==> src/sv/lcdsw_pkg.sv <==
// ============================================================================
// lcdsw_pkg
// Shared types and constants for the display refresh sequencer: bus command
// codes, sequence steps, display bytes and the command bundle that travels
// from the front end to the back end.
// ============================================================================
`default_nettype none

package lcdsw_pkg;

    typedef enum logic [2:0] {
        CMD_START  = 3'd0,
        CMD_RSTART = 3'd1,
        CMD_SEND   = 3'd2,
        CMD_STOP   = 3'd3,
        CMD_WAIT   = 3'd4
    } cmd_t;

    typedef logic [5:0] step_t;

    // refresh sequence
    localparam step_t STEP_START      = 6'd0;
    localparam step_t STEP_ADDR_A     = 6'd1;
    localparam step_t STEP_CTL_A      = 6'd2;
    localparam step_t STEP_CTL_B      = 6'd3;
    localparam step_t STEP_DATA_A     = 6'd4;
    localparam step_t STEP_LINE_ONE   = 6'd5;
    localparam step_t STEP_LINE_THREE = 6'd6;
    localparam step_t STEP_RSTART     = 6'd7;
    localparam step_t STEP_ADDR_B     = 6'd8;
    localparam step_t STEP_CTL_C      = 6'd9;
    localparam step_t STEP_ROW_TWO    = 6'd10;
    localparam step_t STEP_DATA_B     = 6'd11;
    localparam step_t STEP_LINE_TWO   = 6'd12;
    localparam step_t STEP_LINE_FOUR  = 6'd13;
    localparam step_t STEP_STOP       = 6'd14;
    // power-up sequence
    localparam step_t STEP_INIT       = 6'd17;
    localparam step_t STEP_I_ADDR_1   = 6'd18;
    localparam step_t STEP_I_CTL_1    = 6'd19;
    localparam step_t STEP_I_FUNC     = 6'd20;
    localparam step_t STEP_I_GAP_1    = 6'd21;
    localparam step_t STEP_I_ADDR_2   = 6'd22;
    localparam step_t STEP_I_CTL_2    = 6'd23;
    localparam step_t STEP_I_DISP_ON  = 6'd24;
    localparam step_t STEP_I_GAP_2    = 6'd25;
    localparam step_t STEP_I_ADDR_3   = 6'd26;
    localparam step_t STEP_I_CTL_3    = 6'd27;
    localparam step_t STEP_I_CLEAR_1  = 6'd28;
    localparam step_t STEP_I_GAP_3    = 6'd29;
    localparam step_t STEP_I_ADDR_4   = 6'd30;
    localparam step_t STEP_I_CTL_4    = 6'd31;
    localparam step_t STEP_I_CLEAR_2  = 6'd32;
    localparam step_t STEP_I_END      = 6'd33;

    localparam logic [1:0] MODE_TICK   = 2'd0;
    localparam logic [1:0] MODE_INIT   = 2'd1;
    localparam logic [1:0] MODE_STATUS = 2'd2;

    localparam logic [7:0] STATUS_MASK     = 8'hF8;
    localparam logic [7:0] STATUS_START_OK = 8'h08;
    localparam logic [7:0] STATUS_RSTRT_OK = 8'h10;
    localparam logic [7:0] STATUS_ADDR_ACK = 8'h18;
    localparam logic [7:0] STATUS_DATA_ACK = 8'h28;

    localparam logic [7:0] BYTE_CTL_CONT  = 8'h80;
    localparam logic [7:0] BYTE_DATA      = 8'h40;
    localparam logic [7:0] BYTE_ROW_TWO   = 8'hC0;
    localparam logic [7:0] BYTE_FUNC_SET  = 8'h38;
    localparam logic [7:0] BYTE_DISP_ON   = 8'h0C;
    localparam logic [7:0] BYTE_CLEAR     = 8'h01;
    localparam logic [7:0] ASCII_ZERO     = 8'd48;
    localparam logic [7:0] ASCII_BLANK    = 8'h20;

    localparam logic [8:0] WAIT_POWER_UP  = 9'd400;
    localparam logic [8:0] WAIT_CLEAR     = 9'd100;
    localparam logic [8:0] WAIT_SHORT     = 9'd1;

    localparam logic [1:0] LINE_TENTHS  = 2'd0;
    localparam logic [1:0] LINE_SECONDS = 2'd1;
    localparam logic [1:0] LINE_MINUTES = 2'd2;
    localparam logic [1:0] LINE_BLANK   = 2'd3;

    localparam logic [5:0] COL_TENTHS = 6'd8;
    localparam logic [5:0] COL_TENS   = 6'd9;
    localparam logic [5:0] COL_ONES   = 6'd10;

    localparam logic [63:0] LABEL_TENTHS  = "Tenths: ";
    localparam logic [63:0] LABEL_SECONDS = "Seconds:";
    localparam logic [63:0] LABEL_MINUTES = "Minutes:";
    localparam logic [63:0] LABEL_BLANK   = "        ";

    localparam logic REG_SLAVE_ADDRESS = 1'b0;
    localparam logic REG_REFRESH_TICKS = 1'b1;

    localparam logic [7:0] SLAVE_ADDRESS_RESET = 8'h78;
    localparam logic [7:0] REFRESH_TICKS_RESET = 8'd5;

    typedef struct packed {
        cmd_t       command;
        logic [7:0] data_byte;
        logic [8:0] wait_units;
    } bus_op_t;

    typedef struct packed {
        logic [1:0]        count;
        bus_op_t [2:0]     ops;
    } op_bundle_t;

    typedef struct packed {
        logic       valid;
        op_bundle_t bundle;
    } push_t;

    typedef struct packed {
        logic [7:0] slave_address;
        logic [7:0] refresh_ticks;
    } cfg_t;

endpackage

`default_nettype wire

==> src/sv/lcdsw_front.sv <==
// ============================================================================
// lcdsw_front
// Accepts events, keeps the stopwatch, display digits and sequence state, and
// turns each event into a bundle of up to three bus commands.
// ============================================================================
`default_nettype none

module lcdsw_front #(
    parameter int LINE_LENGTH = 20
) (
    input  wire logic                 aclk,
    input  wire logic                 aresetn,
    input  wire logic                 s_valid,
    output logic                      s_ready,
    input  wire logic [1:0]           s_mode,
    input  wire logic [7:0]           s_bus_status,
    input  wire lcdsw_pkg::cfg_t      cfg,
    output lcdsw_pkg::push_t          push,
    input  wire logic                 push_ready
);

    localparam int COL_W = $clog2(LINE_LENGTH);
    localparam logic [COL_W-1:0] COL_LAST = COL_W'(LINE_LENGTH - 1);

    function automatic lcdsw_pkg::bus_op_t mk_op(lcdsw_pkg::cmd_t c, logic [7:0] b,
                                                 logic [8:0] w);
        lcdsw_pkg::bus_op_t op;
        op.command    = c;
        op.data_byte  = b;
        op.wait_units = w;
        return op;
    endfunction

    function automatic logic [7:0] label_char(logic [1:0] line, logic [5:0] col);
        logic [63:0] text;
        logic [2:0]  k;
        unique case (line)
            lcdsw_pkg::LINE_TENTHS:  text = lcdsw_pkg::LABEL_TENTHS;
            lcdsw_pkg::LINE_SECONDS: text = lcdsw_pkg::LABEL_SECONDS;
            lcdsw_pkg::LINE_MINUTES: text = lcdsw_pkg::LABEL_MINUTES;
            default:                 text = lcdsw_pkg::LABEL_BLANK;
        endcase
        k = 3'd7 - col[2:0];
        if (col < 6'd8) begin
            return text[{k, 3'b000} +: 8];
        end
        return lcdsw_pkg::ASCII_BLANK;
    endfunction

    lcdsw_pkg::step_t   step_reg, step_next;
    logic [COL_W-1:0]   col_reg, col_next;
    logic [15:0]        elapsed_reg, elapsed_next;
    logic [7:0]         tick_reg, tick_next;

    logic [3:0] tenth_reg, tenth_next;
    logic [3:0] sec_one_reg, sec_one_next;
    logic [2:0] sec_ten_reg, sec_ten_next;
    logic [3:0] min_one_reg, min_one_next;
    logic [3:0] min_ten_reg, min_ten_next;

    logic [7:0] disp_tenth_reg, disp_tenth_next;
    logic [7:0] disp_sec_ten_reg, disp_sec_ten_next;
    logic [7:0] disp_sec_one_reg, disp_sec_one_next;
    logic [7:0] disp_min_ten_reg, disp_min_ten_next;
    logic [7:0] disp_min_one_reg, disp_min_one_next;

    logic                    accept;
    logic                    tick_inc_wrap;
    logic [7:0]              tick_inc;
    logic                    refresh;
    logic                    status_ok;
    logic                    do_adv;
    lcdsw_pkg::step_t        eff_step;
    lcdsw_pkg::step_t        adv_step;
    logic [COL_W-1:0]        adv_col;
    lcdsw_pkg::op_bundle_t   adv;
    logic [1:0]              line_sel;
    logic [5:0]              col_ext;
    logic [7:0]              line_char;

    assign s_ready = push_ready;
    assign accept  = s_valid && s_ready;

    assign tick_inc  = tick_reg + 8'd1;
    assign refresh   = (s_mode == lcdsw_pkg::MODE_TICK) && (tick_inc >= cfg.refresh_ticks);
    assign tick_inc_wrap = (elapsed_reg == 16'hFFFF);
    assign status_ok = ((s_bus_status & lcdsw_pkg::STATUS_MASK) == lcdsw_pkg::STATUS_START_OK)
                    || ((s_bus_status & lcdsw_pkg::STATUS_MASK) == lcdsw_pkg::STATUS_RSTRT_OK)
                    || ((s_bus_status & lcdsw_pkg::STATUS_MASK) == lcdsw_pkg::STATUS_ADDR_ACK)
                    || ((s_bus_status & lcdsw_pkg::STATUS_MASK) == lcdsw_pkg::STATUS_DATA_ACK);

    always_comb begin
        unique case (s_mode)
            lcdsw_pkg::MODE_TICK: begin
                eff_step = lcdsw_pkg::STEP_START;
                do_adv   = refresh;
            end
            lcdsw_pkg::MODE_INIT: begin
                eff_step = lcdsw_pkg::STEP_INIT;
                do_adv   = 1'b1;
            end
            lcdsw_pkg::MODE_STATUS: begin
                eff_step = step_reg;
                do_adv   = status_ok;
            end
            default: begin
                eff_step = step_reg;
                do_adv   = 1'b0;
            end
        endcase
    end

    // character fetch from the line store: labels, blanks and the digit cells
    always_comb begin
        unique case (eff_step)
            lcdsw_pkg::STEP_LINE_ONE:   line_sel = lcdsw_pkg::LINE_TENTHS;
            lcdsw_pkg::STEP_LINE_THREE: line_sel = lcdsw_pkg::LINE_MINUTES;
            lcdsw_pkg::STEP_LINE_TWO:   line_sel = lcdsw_pkg::LINE_SECONDS;
            default:                    line_sel = lcdsw_pkg::LINE_BLANK;
        endcase
        col_ext = 6'(col_reg);
        priority if (line_sel == lcdsw_pkg::LINE_TENTHS && col_ext == lcdsw_pkg::COL_TENTHS) begin
            line_char = disp_tenth_reg;
        end else if (line_sel == lcdsw_pkg::LINE_SECONDS && col_ext == lcdsw_pkg::COL_TENS) begin
            line_char = disp_sec_ten_reg;
        end else if (line_sel == lcdsw_pkg::LINE_SECONDS && col_ext == lcdsw_pkg::COL_ONES) begin
            line_char = disp_sec_one_reg;
        end else if (line_sel == lcdsw_pkg::LINE_MINUTES && col_ext == lcdsw_pkg::COL_TENS) begin
            line_char = disp_min_ten_reg;
        end else if (line_sel == lcdsw_pkg::LINE_MINUTES && col_ext == lcdsw_pkg::COL_ONES) begin
            line_char = disp_min_one_reg;
        end else begin
            line_char = label_char(line_sel, col_ext);
        end
    end

    // one step of the command sequence
    always_comb begin
        adv      = '0;
        adv.count = 2'd1;
        adv_step = eff_step + 6'd1;
        adv_col  = col_reg;
        unique case (eff_step)
            lcdsw_pkg::STEP_START: begin
                adv.ops[0] = mk_op(lcdsw_pkg::CMD_START, 8'd0, 9'd0);
            end
            lcdsw_pkg::STEP_ADDR_A, lcdsw_pkg::STEP_ADDR_B, lcdsw_pkg::STEP_I_ADDR_1,
            lcdsw_pkg::STEP_I_ADDR_2, lcdsw_pkg::STEP_I_ADDR_3, lcdsw_pkg::STEP_I_ADDR_4: begin
                adv.ops[0] = mk_op(lcdsw_pkg::CMD_SEND, cfg.slave_address, 9'd0);
            end
            lcdsw_pkg::STEP_CTL_A, lcdsw_pkg::STEP_CTL_B, lcdsw_pkg::STEP_CTL_C,
            lcdsw_pkg::STEP_I_CTL_1, lcdsw_pkg::STEP_I_CTL_2, lcdsw_pkg::STEP_I_CTL_3,
            lcdsw_pkg::STEP_I_CTL_4: begin
                adv.ops[0] = mk_op(lcdsw_pkg::CMD_SEND, lcdsw_pkg::BYTE_CTL_CONT, 9'd0);
            end
            lcdsw_pkg::STEP_DATA_A: begin
                adv.ops[0] = mk_op(lcdsw_pkg::CMD_SEND, lcdsw_pkg::BYTE_DATA, 9'd0);
            end
            lcdsw_pkg::STEP_LINE_ONE, lcdsw_pkg::STEP_LINE_THREE,
            lcdsw_pkg::STEP_LINE_TWO, lcdsw_pkg::STEP_LINE_FOUR: begin
                adv.ops[0] = mk_op(lcdsw_pkg::CMD_SEND, line_char, 9'd0);
                if (col_reg == COL_LAST) begin
                    adv_col = '0;
                end else begin
                    adv_col  = col_reg + COL_W'(1);
                    adv_step = eff_step;
                end
            end
            lcdsw_pkg::STEP_RSTART: begin
                adv.ops[0] = mk_op(lcdsw_pkg::CMD_RSTART, 8'd0, 9'd0);
            end
            lcdsw_pkg::STEP_ROW_TWO: begin
                adv.ops[0] = mk_op(lcdsw_pkg::CMD_SEND, lcdsw_pkg::BYTE_ROW_TWO, 9'd0);
            end
            lcdsw_pkg::STEP_DATA_B: begin
                adv.ops[0] = mk_op(lcdsw_pkg::CMD_SEND, lcdsw_pkg::BYTE_DATA, 9'd0);
                adv_col    = '0;
            end
            lcdsw_pkg::STEP_STOP: begin
                adv.ops[0] = mk_op(lcdsw_pkg::CMD_STOP, 8'd0, 9'd0);
                adv_step   = lcdsw_pkg::STEP_START;
            end
            lcdsw_pkg::STEP_INIT: begin
                adv.count  = 2'd2;
                adv.ops[0] = mk_op(lcdsw_pkg::CMD_WAIT, 8'd0, lcdsw_pkg::WAIT_POWER_UP);
                adv.ops[1] = mk_op(lcdsw_pkg::CMD_START, 8'd0, 9'd0);
            end
            lcdsw_pkg::STEP_I_FUNC: begin
                adv.ops[0] = mk_op(lcdsw_pkg::CMD_SEND, lcdsw_pkg::BYTE_FUNC_SET, 9'd0);
            end
            lcdsw_pkg::STEP_I_DISP_ON: begin
                adv.ops[0] = mk_op(lcdsw_pkg::CMD_SEND, lcdsw_pkg::BYTE_DISP_ON, 9'd0);
            end
            lcdsw_pkg::STEP_I_CLEAR_1, lcdsw_pkg::STEP_I_CLEAR_2: begin
                adv.ops[0] = mk_op(lcdsw_pkg::CMD_SEND, lcdsw_pkg::BYTE_CLEAR, 9'd0);
            end
            lcdsw_pkg::STEP_I_GAP_1, lcdsw_pkg::STEP_I_GAP_2: begin
                adv.count  = 2'd3;
                adv.ops[0] = mk_op(lcdsw_pkg::CMD_STOP, 8'd0, 9'd0);
                adv.ops[1] = mk_op(lcdsw_pkg::CMD_WAIT, 8'd0, lcdsw_pkg::WAIT_SHORT);
                adv.ops[2] = mk_op(lcdsw_pkg::CMD_START, 8'd0, 9'd0);
            end
            lcdsw_pkg::STEP_I_GAP_3: begin
                adv.count  = 2'd3;
                adv.ops[0] = mk_op(lcdsw_pkg::CMD_STOP, 8'd0, 9'd0);
                adv.ops[1] = mk_op(lcdsw_pkg::CMD_WAIT, 8'd0, lcdsw_pkg::WAIT_CLEAR);
                adv.ops[2] = mk_op(lcdsw_pkg::CMD_START, 8'd0, 9'd0);
            end
            lcdsw_pkg::STEP_I_END: begin
                adv.count  = 2'd2;
                adv.ops[0] = mk_op(lcdsw_pkg::CMD_STOP, 8'd0, 9'd0);
                adv.ops[1] = mk_op(lcdsw_pkg::CMD_WAIT, 8'd0, lcdsw_pkg::WAIT_SHORT);
                adv_step   = lcdsw_pkg::STEP_START;
            end
            default: begin
                adv.count = 2'd0;
                adv_step  = lcdsw_pkg::STEP_START;
            end
        endcase
    end

    assign push.valid  = accept && do_adv && (adv.count != 2'd0);
    assign push.bundle = adv;

    // stopwatch digits, carried digit by digit; all cleared when elapsed wraps
    always_comb begin
        elapsed_next = elapsed_reg + 16'd1;
        tenth_next   = tenth_reg;
        sec_one_next = sec_one_reg;
        sec_ten_next = sec_ten_reg;
        min_one_next = min_one_reg;
        min_ten_next = min_ten_reg;
        if (tick_inc_wrap) begin
            tenth_next   = '0;
            sec_one_next = '0;
            sec_ten_next = '0;
            min_one_next = '0;
            min_ten_next = '0;
        end else if (tenth_reg != 4'd9) begin
            tenth_next = tenth_reg + 4'd1;
        end else begin
            tenth_next = '0;
            if (sec_one_reg != 4'd9) begin
                sec_one_next = sec_one_reg + 4'd1;
            end else begin
                sec_one_next = '0;
                if (sec_ten_reg != 3'd5) begin
                    sec_ten_next = sec_ten_reg + 3'd1;
                end else begin
                    sec_ten_next = '0;
                    if (min_one_reg != 4'd9) begin
                        min_one_next = min_one_reg + 4'd1;
                    end else begin
                        min_one_next = '0;
                        min_ten_next = min_ten_reg + 4'd1;
                    end
                end
            end
        end
    end

    always_comb begin
        tick_next         = tick_reg;
        step_next         = step_reg;
        col_next          = col_reg;
        disp_tenth_next   = disp_tenth_reg;
        disp_sec_ten_next = disp_sec_ten_reg;
        disp_sec_one_next = disp_sec_one_reg;
        disp_min_ten_next = disp_min_ten_reg;
        disp_min_one_next = disp_min_one_reg;
        if (s_mode == lcdsw_pkg::MODE_TICK) begin
            tick_next = refresh ? 8'd0 : tick_inc;
        end
        if (refresh) begin
            disp_tenth_next   = lcdsw_pkg::ASCII_ZERO + 8'(tenth_next);
            disp_sec_ten_next = lcdsw_pkg::ASCII_ZERO + 8'(sec_ten_next);
            disp_sec_one_next = lcdsw_pkg::ASCII_ZERO + 8'(sec_one_next);
            disp_min_ten_next = lcdsw_pkg::ASCII_ZERO + 8'(min_ten_next);
            disp_min_one_next = lcdsw_pkg::ASCII_ZERO + 8'(min_one_next);
        end
        if (do_adv) begin
            step_next = adv_step;
            col_next  = adv_col;
        end
    end

    always_ff @(posedge aclk) begin
        if (!aresetn) begin
            step_reg         <= lcdsw_pkg::STEP_START;
            col_reg          <= '0;
            elapsed_reg      <= '0;
            tick_reg         <= '0;
            tenth_reg        <= '0;
            sec_one_reg      <= '0;
            sec_ten_reg      <= '0;
            min_one_reg      <= '0;
            min_ten_reg      <= '0;
            disp_tenth_reg   <= lcdsw_pkg::ASCII_BLANK;
            disp_sec_ten_reg <= lcdsw_pkg::ASCII_BLANK;
            disp_sec_one_reg <= lcdsw_pkg::ASCII_BLANK;
            disp_min_ten_reg <= lcdsw_pkg::ASCII_BLANK;
            disp_min_one_reg <= lcdsw_pkg::ASCII_BLANK;
        end else if (accept) begin
            step_reg         <= step_next;
            col_reg          <= col_next;
            tick_reg         <= tick_next;
            disp_tenth_reg   <= disp_tenth_next;
            disp_sec_ten_reg <= disp_sec_ten_next;
            disp_sec_one_reg <= disp_sec_one_next;
            disp_min_ten_reg <= disp_min_ten_next;
            disp_min_one_reg <= disp_min_one_next;
            if (s_mode == lcdsw_pkg::MODE_TICK) begin
                elapsed_reg <= elapsed_next;
                tenth_reg   <= tenth_next;
                sec_one_reg <= sec_one_next;
                sec_ten_reg <= sec_ten_next;
                min_one_reg <= min_one_next;
                min_ten_reg <= min_ten_next;
            end
        end
    end

endmodule

`default_nettype wire

==> src/sv/lcdsw_queue.sv <==
// ============================================================================
// lcdsw_queue
// Small register queue of command bundles between the front and back ends.
// ============================================================================
`default_nettype none

module lcdsw_queue #(
    parameter int DEPTH = 4
) (
    input  wire logic                   aclk,
    input  wire logic                   aresetn,
    input  wire lcdsw_pkg::push_t       push,
    output logic                        push_ready,
    output logic                        pop_valid,
    output lcdsw_pkg::op_bundle_t       pop_data,
    input  wire logic                   pop_ready
);

    localparam int PTR_W = $clog2(DEPTH);
    localparam int CNT_W = $clog2(DEPTH + 1);
    localparam logic [PTR_W-1:0] PTR_LAST = PTR_W'(DEPTH - 1);
    localparam logic [CNT_W-1:0] CNT_FULL = CNT_W'(DEPTH);

    lcdsw_pkg::op_bundle_t mem_reg [DEPTH];
    logic [PTR_W-1:0] wr_ptr_reg, wr_ptr_next;
    logic [PTR_W-1:0] rd_ptr_reg, rd_ptr_next;
    logic [CNT_W-1:0] count_reg, count_next;
    logic             do_push;
    logic             do_pop;

    assign push_ready = (count_reg != CNT_FULL);
    assign pop_valid  = (count_reg != '0);
    assign pop_data   = mem_reg[rd_ptr_reg];
    assign do_push    = push.valid && push_ready;
    assign do_pop     = pop_valid && pop_ready;

    always_comb begin
        wr_ptr_next = wr_ptr_reg;
        rd_ptr_next = rd_ptr_reg;
        count_next  = count_reg;
        if (do_push) begin
            wr_ptr_next = (wr_ptr_reg == PTR_LAST) ? '0 : wr_ptr_reg + PTR_W'(1);
        end
        if (do_pop) begin
            rd_ptr_next = (rd_ptr_reg == PTR_LAST) ? '0 : rd_ptr_reg + PTR_W'(1);
        end
        if (do_push && !do_pop) begin
            count_next = count_reg + CNT_W'(1);
        end else if (do_pop && !do_push) begin
            count_next = count_reg - CNT_W'(1);
        end
    end

    always_ff @(posedge aclk) begin
        if (!aresetn) begin
            wr_ptr_reg <= '0;
            rd_ptr_reg <= '0;
            count_reg  <= '0;
        end else begin
            wr_ptr_reg <= wr_ptr_next;
            rd_ptr_reg <= rd_ptr_next;
            count_reg  <= count_next;
        end
    end

    always_ff @(posedge aclk) begin
        if (do_push) begin
            mem_reg[wr_ptr_reg] <= push.bundle;
        end
    end

endmodule

`default_nettype wire

==> src/sv/lcdsw_back.sv <==
// ============================================================================
// lcdsw_back
// Unpacks each command bundle into single bus commands, one per cycle unless
// m_ready stalls, into the output register; marks each bundle's last command.
// ============================================================================
`default_nettype none

module lcdsw_back (
    input  wire logic                   aclk,
    input  wire logic                   aresetn,
    input  wire logic                   pop_valid,
    input  wire lcdsw_pkg::op_bundle_t  pop_data,
    output logic                        pop_ready,
    output logic                        m_valid,
    input  wire logic                   m_ready,
    output logic [2:0]                  m_command,
    output logic [7:0]                  m_data_byte,
    output logic [8:0]                  m_wait_units,
    output logic                        m_last
);

    logic [1:0]          idx_reg, idx_next;
    logic                m_valid_reg, m_valid_next;
    lcdsw_pkg::bus_op_t  m_op_reg;
    logic                m_last_reg;
    logic                load;
    logic                final_op;

    assign load      = pop_valid && (!m_valid_reg || m_ready);
    assign final_op  = (idx_reg == pop_data.count - 2'd1);
    assign pop_ready = load && final_op;

    always_comb begin
        idx_next     = idx_reg;
        m_valid_next = m_valid_reg;
        if (m_ready) begin
            m_valid_next = 1'b0;
        end
        if (load) begin
            m_valid_next = 1'b1;
            idx_next     = final_op ? 2'd0 : idx_reg + 2'd1;
        end
    end

    always_ff @(posedge aclk) begin
        if (!aresetn) begin
            idx_reg     <= '0;
            m_valid_reg <= 1'b0;
        end else begin
            idx_reg     <= idx_next;
            m_valid_reg <= m_valid_next;
        end
    end

    always_ff @(posedge aclk) begin
        if (load) begin
            m_op_reg   <= pop_data.ops[idx_reg];
            m_last_reg <= final_op;
        end
    end

    assign m_valid      = m_valid_reg;
    assign m_command    = m_op_reg.command;
    assign m_data_byte  = m_op_reg.data_byte;
    assign m_wait_units = m_op_reg.wait_units;
    assign m_last       = m_last_reg;

`ifndef SYNTHESIS
    a_pop_needs_data: assert property (@(posedge aclk) disable iff (!aresetn)
        pop_ready |-> pop_valid)
        else $error("bundle released while queue is empty");

    a_no_empty_bundle: assert property (@(posedge aclk) disable iff (!aresetn)
        pop_valid |-> (pop_data.count != 2'd0))
        else $error("empty bundle in queue");

    a_idx_in_range: assert property (@(posedge aclk) disable iff (!aresetn)
        pop_valid |-> (idx_reg < pop_data.count))
        else $error("command index beyond bundle size");

    a_idx_restart: assert property (@(posedge aclk) disable iff (!aresetn)
        pop_ready |=> (idx_reg == 2'd0))
        else $error("command index not restarted after bundle");
`endif

endmodule

`default_nettype wire

==> src/sv/i2c_lcd_stopwatch_refresh_sequencer.sv <==
// ============================================================================
// i2c_lcd_stopwatch_refresh_sequencer
// Stopwatch display sequencer: turns timer ticks, init requests and bus
// status events into I2C master commands for a 4-line character display.
//
//   port group   direction  handshake          payload
//   s_*          in         s_valid / s_ready  s_mode, s_bus_status
//   m_*          out        m_valid / m_ready  m_command, m_data_byte,
//                                              m_wait_units, m_last
//   APB          in         psel/penable       slave_address, refresh_ticks
//
// One request is taken per cycle while the bundle queue has room; each request
// yields zero to three commands, which leave the output register one per cycle
// while m_ready is high. A request's first command passes through the bundle
// queue and then the output register before it is offered.
// Queue depth (QUEUE_DEPTH bundles) sets how far the front runs ahead.
// Synchronous active-low reset restores the counters, digits and registers.
// ============================================================================
`default_nettype none

module i2c_lcd_stopwatch_refresh_sequencer #(
    parameter int LINE_LENGTH = 20,
    parameter int QUEUE_DEPTH = 4
) (
    input  wire logic        aclk,
    input  wire logic        aresetn,
    input  wire logic        s_valid,
    output logic             s_ready,
    input  wire logic [1:0]  s_mode,
    input  wire logic [7:0]  s_bus_status,
    output logic             m_valid,
    input  wire logic        m_ready,
    output logic [2:0]       m_command,
    output logic [7:0]       m_data_byte,
    output logic [8:0]       m_wait_units,
    output logic             m_last,
    input  wire logic        psel,
    input  wire logic        penable,
    input  wire logic        pwrite,
    input  wire logic [2:0]  paddr,
    input  wire logic [31:0] pwdata,
    output logic [31:0]      prdata,
    output logic             pready
);

    logic [7:0]             slave_address_reg;
    logic [7:0]             refresh_ticks_reg;
    logic                   cfg_write;
    lcdsw_pkg::cfg_t        cfg;
    lcdsw_pkg::push_t       push;
    logic                   push_ready;
    logic                   pop_valid;
    lcdsw_pkg::op_bundle_t  pop_data;
    logic                   pop_ready;

    assign pready    = 1'b1;
    assign cfg_write = psel && penable && pwrite && pready;

    always_ff @(posedge aclk) begin
        if (!aresetn) begin
            slave_address_reg <= lcdsw_pkg::SLAVE_ADDRESS_RESET;
            refresh_ticks_reg <= lcdsw_pkg::REFRESH_TICKS_RESET;
        end else if (cfg_write) begin
            if (paddr[2] == lcdsw_pkg::REG_SLAVE_ADDRESS) begin
                slave_address_reg <= pwdata[7:0];
            end else begin
                refresh_ticks_reg <= pwdata[7:0];
            end
        end
    end

    always_comb begin
        unique case (paddr[2])
            lcdsw_pkg::REG_SLAVE_ADDRESS: prdata = {24'd0, slave_address_reg};
            lcdsw_pkg::REG_REFRESH_TICKS: prdata = {24'd0, refresh_ticks_reg};
            default:                      prdata = '0;
        endcase
    end

    assign cfg.slave_address = slave_address_reg;
    assign cfg.refresh_ticks = refresh_ticks_reg;

    lcdsw_front #(
        .LINE_LENGTH (LINE_LENGTH)
    ) u_front (
        .aclk         (aclk),
        .aresetn      (aresetn),
        .s_valid      (s_valid),
        .s_ready      (s_ready),
        .s_mode       (s_mode),
        .s_bus_status (s_bus_status),
        .cfg          (cfg),
        .push         (push),
        .push_ready   (push_ready)
    );

    lcdsw_queue #(
        .DEPTH (QUEUE_DEPTH)
    ) u_queue (
        .aclk       (aclk),
        .aresetn    (aresetn),
        .push       (push),
        .push_ready (push_ready),
        .pop_valid  (pop_valid),
        .pop_data   (pop_data),
        .pop_ready  (pop_ready)
    );

    lcdsw_back u_back (
        .aclk         (aclk),
        .aresetn      (aresetn),
        .pop_valid    (pop_valid),
        .pop_data     (pop_data),
        .pop_ready    (pop_ready),
        .m_valid      (m_valid),
        .m_ready      (m_ready),
        .m_command    (m_command),
        .m_data_byte  (m_data_byte),
        .m_wait_units (m_wait_units),
        .m_last       (m_last)
    );

endmodule

`default_nettype wire

==> config.mk <==
export PLATFORM = sky130hd
export DESIGN_NAME = i2c_lcd_stopwatch_refresh_sequencer
export DESIGN_NICKNAME = d
export VERILOG_FILES = /design/src/sv/lcdsw_pkg.sv /design/src/sv/lcdsw_front.sv /design/src/sv/lcdsw_queue.sv /design/src/sv/lcdsw_back.sv /design/src/sv/i2c_lcd_stopwatch_refresh_sequencer.sv
export SDC_FILE = /design/constraint.sdc
export NUM_CORES = 1
export LEC_CHECK = 0
export ABC_CLOCK_PERIOD_IN_PS = 8900
export BUFFER_PORTS_ARGS = -buffer_cell sky130_fd_sc_hd__buf_2
export CAP_MARGIN = 0
export CORE_MARGIN = 5
export CORE_UTILIZATION = 40
export DETAILED_ROUTE_END_ITERATION = 7
export SYNTH_ARGS = -nofsm -noshare
export SYNTH_HDL_FRONTEND = slang
export SYNTH_SLANG_ARGS = --single-unit
==> constraint.sdc <==
create_clock -name aclk -period 8.9 [get_ports aclk]
set_input_delay 2.225 -clock aclk [delete_from_list [all_inputs] [get_ports aclk]]
set_output_delay 2.225 -clock aclk [all_outputs]
set_load 0.005 [all_outputs]
==> results of run 1 <==
## routing by layer
metal	vias to the layer above	wire (microns)	GRT usage (%)	part of all wire [%]
met1	3410	9854	21.20	47
met5	-	7	0	0.034
met4	2	219	3.856	1.0
met3	14	913	2.745	4.4
li1	3554	-	-	-
met2	157	9882	25.54	47
## final timing paths
check | from | end | slack [ns]
hold reg to reg | u_front.disp_min_one_reg[0] | u_front.disp_min_one_reg[0] | 0.45
hold / removal | u_front.disp_min_one_reg[0] | u_front.disp_min_one_reg[0] | 0.45
setup reg to reg | u_front.tick_reg[2] | u_queue.count_reg[2] | 5.09
setup / recovery | paddr[2] | prdata[4] | 3.71
## kinds of logic after synthesis
family | synth area share [%]
xor+xnor | 3.859
buf+inv | 6.300
mux | 6.444
compound gates | 12.55
flops | 46.31
simple gates | 20.58
other cells | 0.07878
fa+ha+maj | 3.885
## cell usage after synthesis (8+ instances only)
cell	instances	area share, %
nand2_1	125	4.9
dfxtp_1	102	21
edfxtp_1	79	25
nor2_1	76	3.0
a21oi_1	74	3.9
nand3_1	47	2.5
o21ai_0	36	1.9
clkbuf_1	35	1.4
buf_4	33	2.6
ha_1	28	3.7
inv_1	26	1.0
xnor2_1	21	1.9
xor2_1	21	1.9
nand4_1	18	1.2
mux4_2	16	3.8
and3_1	15	0.98
nor3_1	15	0.79
nor2b_1	14	0.92
mux2i_1	13	1.4
buf_2	11	0.58
mux2_2	11	1.3
nand2b_1	11	0.72
or3_1	11	0.72
a31oi_1	10	0.66
o211ai_1	9	0.71
nand3b_1	8	0.63
## worst max-delay path, delay by kind of cell
kind	cells	cell delay, ns
buffers and inverters	2	0.36
multiplexers	1	0.38
## final cells by class
class                           instances  area (sq um)  area share [%]
Inverter                               27         101.3          0.9722
Sequential cell                       181          4414           42.34
Clock buffer                           17         425.4           4.081
Clock inverter                         15         168.9           1.620
Tap cell                              319         399.1           3.829
Timing Repair Buffer                   57         300.3           2.880
Multi-Input combinational cell        718          4616           44.28
## power groups by stage
stage | clock network (mW) | registers (mW) | logic [mW]
after global routing | 0.799 | 1.01 | 0.391
after floorplan | 0 | 1.01 | 0.271
after CTS | 0.764 | 1.00 | 0.356
after global placement | 0 | 1.02 | 0.352
final | 0.744 | 1.00 | 0.349
after detailed placement | 0 | 1.02 | 0.354
## cell usage in the layout (no fill, tap or decap), drive strengths merged, types with 27 or more instances in the layout
| cell type | n |
|---|---|
| dfxtp | 102 |
| edfxtp | 79 |
| o21ai | 43 |
| nand2 | 126 |
| nor2 | 76 |
| inv | 35 |
| ha | 28 |
| a21oi | 74 |
| buf | 57 |
| conb | 27 |
| nand3 | 47 |
==> out/metrics.yaml, run 1 <==
status: "finished clean"
cts_made_buffers: 17
min_period_over_period_pct: 58.29
combinationalPowerShare_pct: 16.7
grtUsageTotal_pct: 15.47
slew_violations: 0
clock_path_buffers: 2
fmax_mhz: 192.7
synthArstFlopShare_pct: 0
instances_no_fill: 1334
slowest_stage: "mux2_2"
grt_pass1_wl_microns: 33760
ys_seq_area_share_pct: 46.31
cp-end-kind: "output port"
layout-drive-gt1-share_pct: 13.20
yosys_warnings: 0
area_delta_synth_final_pct: 9.358
gr-total-overflow: 0
largest_register_ffs: 64
crit_path_frequent_cell: "buf_2"
pre_cts_slack_ns: 3.458
routed_wl_microns: 20880
dp_cells: 1302
ys.flop_type: "dfxtp_1"
setup_viol: 0
synth_edf_count: 79
tns_ns: 0
place_congestion: 0.8374
hold_violations: 0
die_w_microns: 164.4
cts_tree: "yes"
start_kind: "input port"
coreArea_sq_um: 23470
worstHoldPathCells: 2
hold_buffers: 0
io_pins: 108
p_per_area_nw_per_um2: 200.8
first_pass_iters: 5
clock_latency_ns: 0.43
cts_root_buf: "clkbuf_16"
netSwitchingPower_mw: 0.6028
post_cts_buffers: 0
rows: 56
yosysUniqueCellTypes: 78
cp.required_ns: 6.68
drv_cap: 0
fp.dieH_microns: 164.4
relSlewSlack_pct: 32.04
clkPwrFrac_pct: 35.5
hpwl_microns: 14550
hold_class: "reg2reg"
crit_path_cell_trace: "buf_2 -> mux2_2 -> buf_2"
holdWs_ns: 0.4521
synthesis.area_sq_um: 9533
crit_type: "in2out"
grt_pass1_vias: 6552
path_max_fanout: 11
peakVddDrop_mv: 0.1174
power.internal_mw: 1.491
dr.first_iter.drc_count: 557
synth_seq_cells: 181
fillers: 2240
io_buffers: 51
power_mw: 2.093
antenna_found_initial: 1
avgSynthCellArea_sq_um: 9.639
post-route-util_pct: 44.41
rsz0062_at_grt: "false"
cts.sinks: 181
path_clk_slew_ns: 0.07
leakage_nw: 3.707
fin_crit_ns: 5.188
pwr-share-seq_pct: 47.8
viasPerCell: 5.350
ctsHtreeMaxLevel: 4
num-nets-final: 1083
p_sw_share_pct: 28.79
die_area_sq_um: 27020
num_antenna_cells: 0
drc: 0
critPathMaxStageDelay_ns: 0.38
setup_ws_ns: 3.712
critPathArrivalTime_ns: 2.96
final_cell_area_sq_um: 10430
grt_max_degree: 70
final_antenna_net_count: 0
route.detailed.wl_per_inst_microns: 15.65
fin_skew_ns: 0.01465
cts_resized: 0
initial_core_util_pct: 40.61
via_count: 7137
synth_cells: 989
placed_area_sq_um: 9831
rr_worst_depth: 16
tightest_slew_ns: 1.019
(Power assumes the default switching activity.)
==> inputs of run 2 (changes only) <==
ABC_CLOCK_PERIOD_IN_PS = 4700   (was 8900)
clock period = 4.7 ns   (was 8.9 ns; I/O delays follow)
==> out/metrics.yaml, run 2 (same netlist as run 1, synthesis figures left out) <==
grt_pass1_vias: 6701  # was 6552
cts.sinks: 181  # unchanged
rows: 56  # unchanged
num-nets-final: 1095  # was 1083
setup_ws_ns: 0.9549  # was 3.712 ns
critPathArrivalTime_ns: 4.09  # was 2.96 ns
rsz0062_at_grt: "false"  # unchanged
drv_cap: 0  # unchanged
path_clk_slew_ns: 0.07  # about the same
area_delta_synth_final_pct: 10.47  # was 9.358%
start_kind: "register"  # was input port
coreArea_sq_um: 23470  # unchanged
cp-end-kind: "register"  # was output port
die_area_sq_um: 27020  # unchanged
cts_made_buffers: 17  # unchanged
route.detailed.wl_per_inst_microns: 15.54  # was 15.65 microns
peakVddDrop_mv: 0.2080  # was 0.1174 mV
initial_core_util_pct: 40.61  # unchanged
slew_violations: 0  # unchanged
fp.dieH_microns: 164.4  # unchanged
cts_resized: 0  # unchanged
viasPerCell: 5.327  # was 5.350
io_pins: 108  # unchanged
min_period_over_period_pct: 79.68
final_antenna_net_count: 0  # unchanged
fin_skew_ns: 0.01194  # was 0.01465 ns
crit_type: "reg2reg"  # was in2out
ctsHtreeMaxLevel: 4  # unchanged
gr-total-overflow: 0  # unchanged
antenna_found_initial: 2  # was 1
p_per_area_nw_per_um2: 379.5  # was 200.8 nW/um^2
grt_max_degree: 38  # was 70
largest_register_ffs: 64  # unchanged
dr.first_iter.drc_count: 473  # was 557
path_max_fanout: 10  # was 11
crit_path_cell_trace: "nand3_1 -> nor2_1 -> nand3_1 -> xnor2_1 -> ha_1 -> o21a_1 -> o311ai_0 -> nor2_1 -> o21ai_2 -> nor2_1 -> ha_1 -> inv_1 -> fa_1 -> xor2_1 -> or3_1 -> a21oi_1"  # was buf_2 -> mux2_2 -> buf_2
grt_pass1_wl_microns: 34810  # was 33760 microns
final_cell_area_sq_um: 10530  # was 10430 sq um
clock_path_buffers: 2  # unchanged
holdWs_ns: 0.4546  # was 0.4521 ns
io_buffers: 51  # unchanged
pre_cts_slack_ns: 0.6379  # was 3.458 ns
cts_tree: "yes"  # unchanged
fin_crit_ns: 3.745
mostFrequentLayoutCells: "125 x nand2_1, 102 x dfxtp_1, 79 x edfxtp_1"  # unchanged
post-route-util_pct: 44.87  # was 44.41%
place_congestion: 0.8706  # was 0.8374
via_count: 7175  # was 7137
placed_area_sq_um: 9933  # was 9831 sq um
tightest_slew_ns: 0.8236  # was 1.019 ns
first_pass_iters: 5  # unchanged
fmax_mhz: 267.0
hold_violations: 0  # unchanged
final_common_cell: "nand2_1"  # unchanged
cp.required_ns: 5.05  # was 6.68 ns
layout-drive-gt1-share_pct: 14.22  # was 13.20%
hold_buffers: 0  # unchanged
setup_viol: 0  # unchanged
fillers: 2223  # was 2240
routed_wl_microns: 20930  # was 20880 microns
slowest_stage: "dfxtp_1"  # was mux2_2
die_w_microns: 164.4  # unchanged
hpwl_microns: 14860  # was 14550 microns
post_cts_buffers: 0  # unchanged
leakage_nw: 3.771  # was 3.707 nW
tns_ns: 0  # unchanged
clock_latency_ns: 0.43  # about the same
critPathMaxStageDelay_ns: 0.40  # was 0.38 ns
relSlewSlack_pct: 44.59  # was 32.04%
crit_path_frequent_cell: "nor2_1"  # was buf_2
hold_class: "reg2reg"  # unchanged
cts_root_buf: "clkbuf_16"  # unchanged
status: "finished clean"  # unchanged
grtUsageTotal_pct: 16.02  # was 15.47%
drc: 0  # unchanged
==> run 2: cell types whose count changed in the layout (fill, tap and decap cells not counted) <==
cell        delta
buf_4         +11
clkinv_4       -2
clkinv_8       -2
clkinvlp_4     +2
inv_8          +2
buf_12         +1
bufinv_16      +1
diode_2        +1
inv_12         -1
==> run 2: worst max-delay path, delay by kind of cell (launching register included) <==
kind,cells,cell delay (ns)
AOI/OAI and AO/OA,4,0.64
xor gates and xnor gates,2,0.33
adders and majority gates,3,0.83
buffers and inverters,1,0.06
DFF,1,0.40
and+or+nand+nor,6,1.40
==> run 2: final timing paths <==
path                          startpoint                          end  slack [ns]  cells past startpoint
max                  u_front.tick_reg[2]         u_queue.count_reg[2]        0.95                     16
min          u_front.disp_min_one_reg[0]  u_front.disp_min_one_reg[0]        0.45                      2
max reg2reg          u_front.tick_reg[2]         u_queue.count_reg[2]        0.95                     16
min reg2reg  u_front.disp_min_one_reg[0]  u_front.disp_min_one_reg[0]        0.45                      2
==> run 2: final cells by class <==
cell class / count / area, sq um / area share, %
diodes: 1 / 2.502 / 0.02376
repair buffers: 69 / 402.9 / 3.826
well taps: 319 / 399.1 / 3.790
multi-input cells: 718 / 4616 / 43.83
flip-flops and latches: 181 / 4414 / 41.91
inverters: 27 / 101.3 / 0.9623
clock buffers: 17 / 425.4 / 4.039
clock inverters: 15 / 170.2 / 1.616
==> run 2: per-layer routing <==
metal	global-route usage, %	part of all wire (%)
met1	21.90	46
met2	25.54	47
met3	3.344	5.0
met4	5.255	1.6
met5	0	0.033
==> run 2: through the flow <==
| step | instances | power (mW) |
|---|---|---|
| floorplan | 1014 | 2.425 |
| global placement | 1314 | 2.615 |
| detailed placement | 1314 | 2.621 |
| CTS | 1346 | 4.047 |
| global route | 1347 | 4.206 |
| finish | 1347 | 3.997 |
==> run 2: report_power, final <==
part           leakage, nW  internal (mW)  switching (mW)
clock                0.287          0.761           0.662
sequential            1.55           1.82          0.0876
combinational         1.93          0.303           0.369
total                 3.77           2.88            1.12
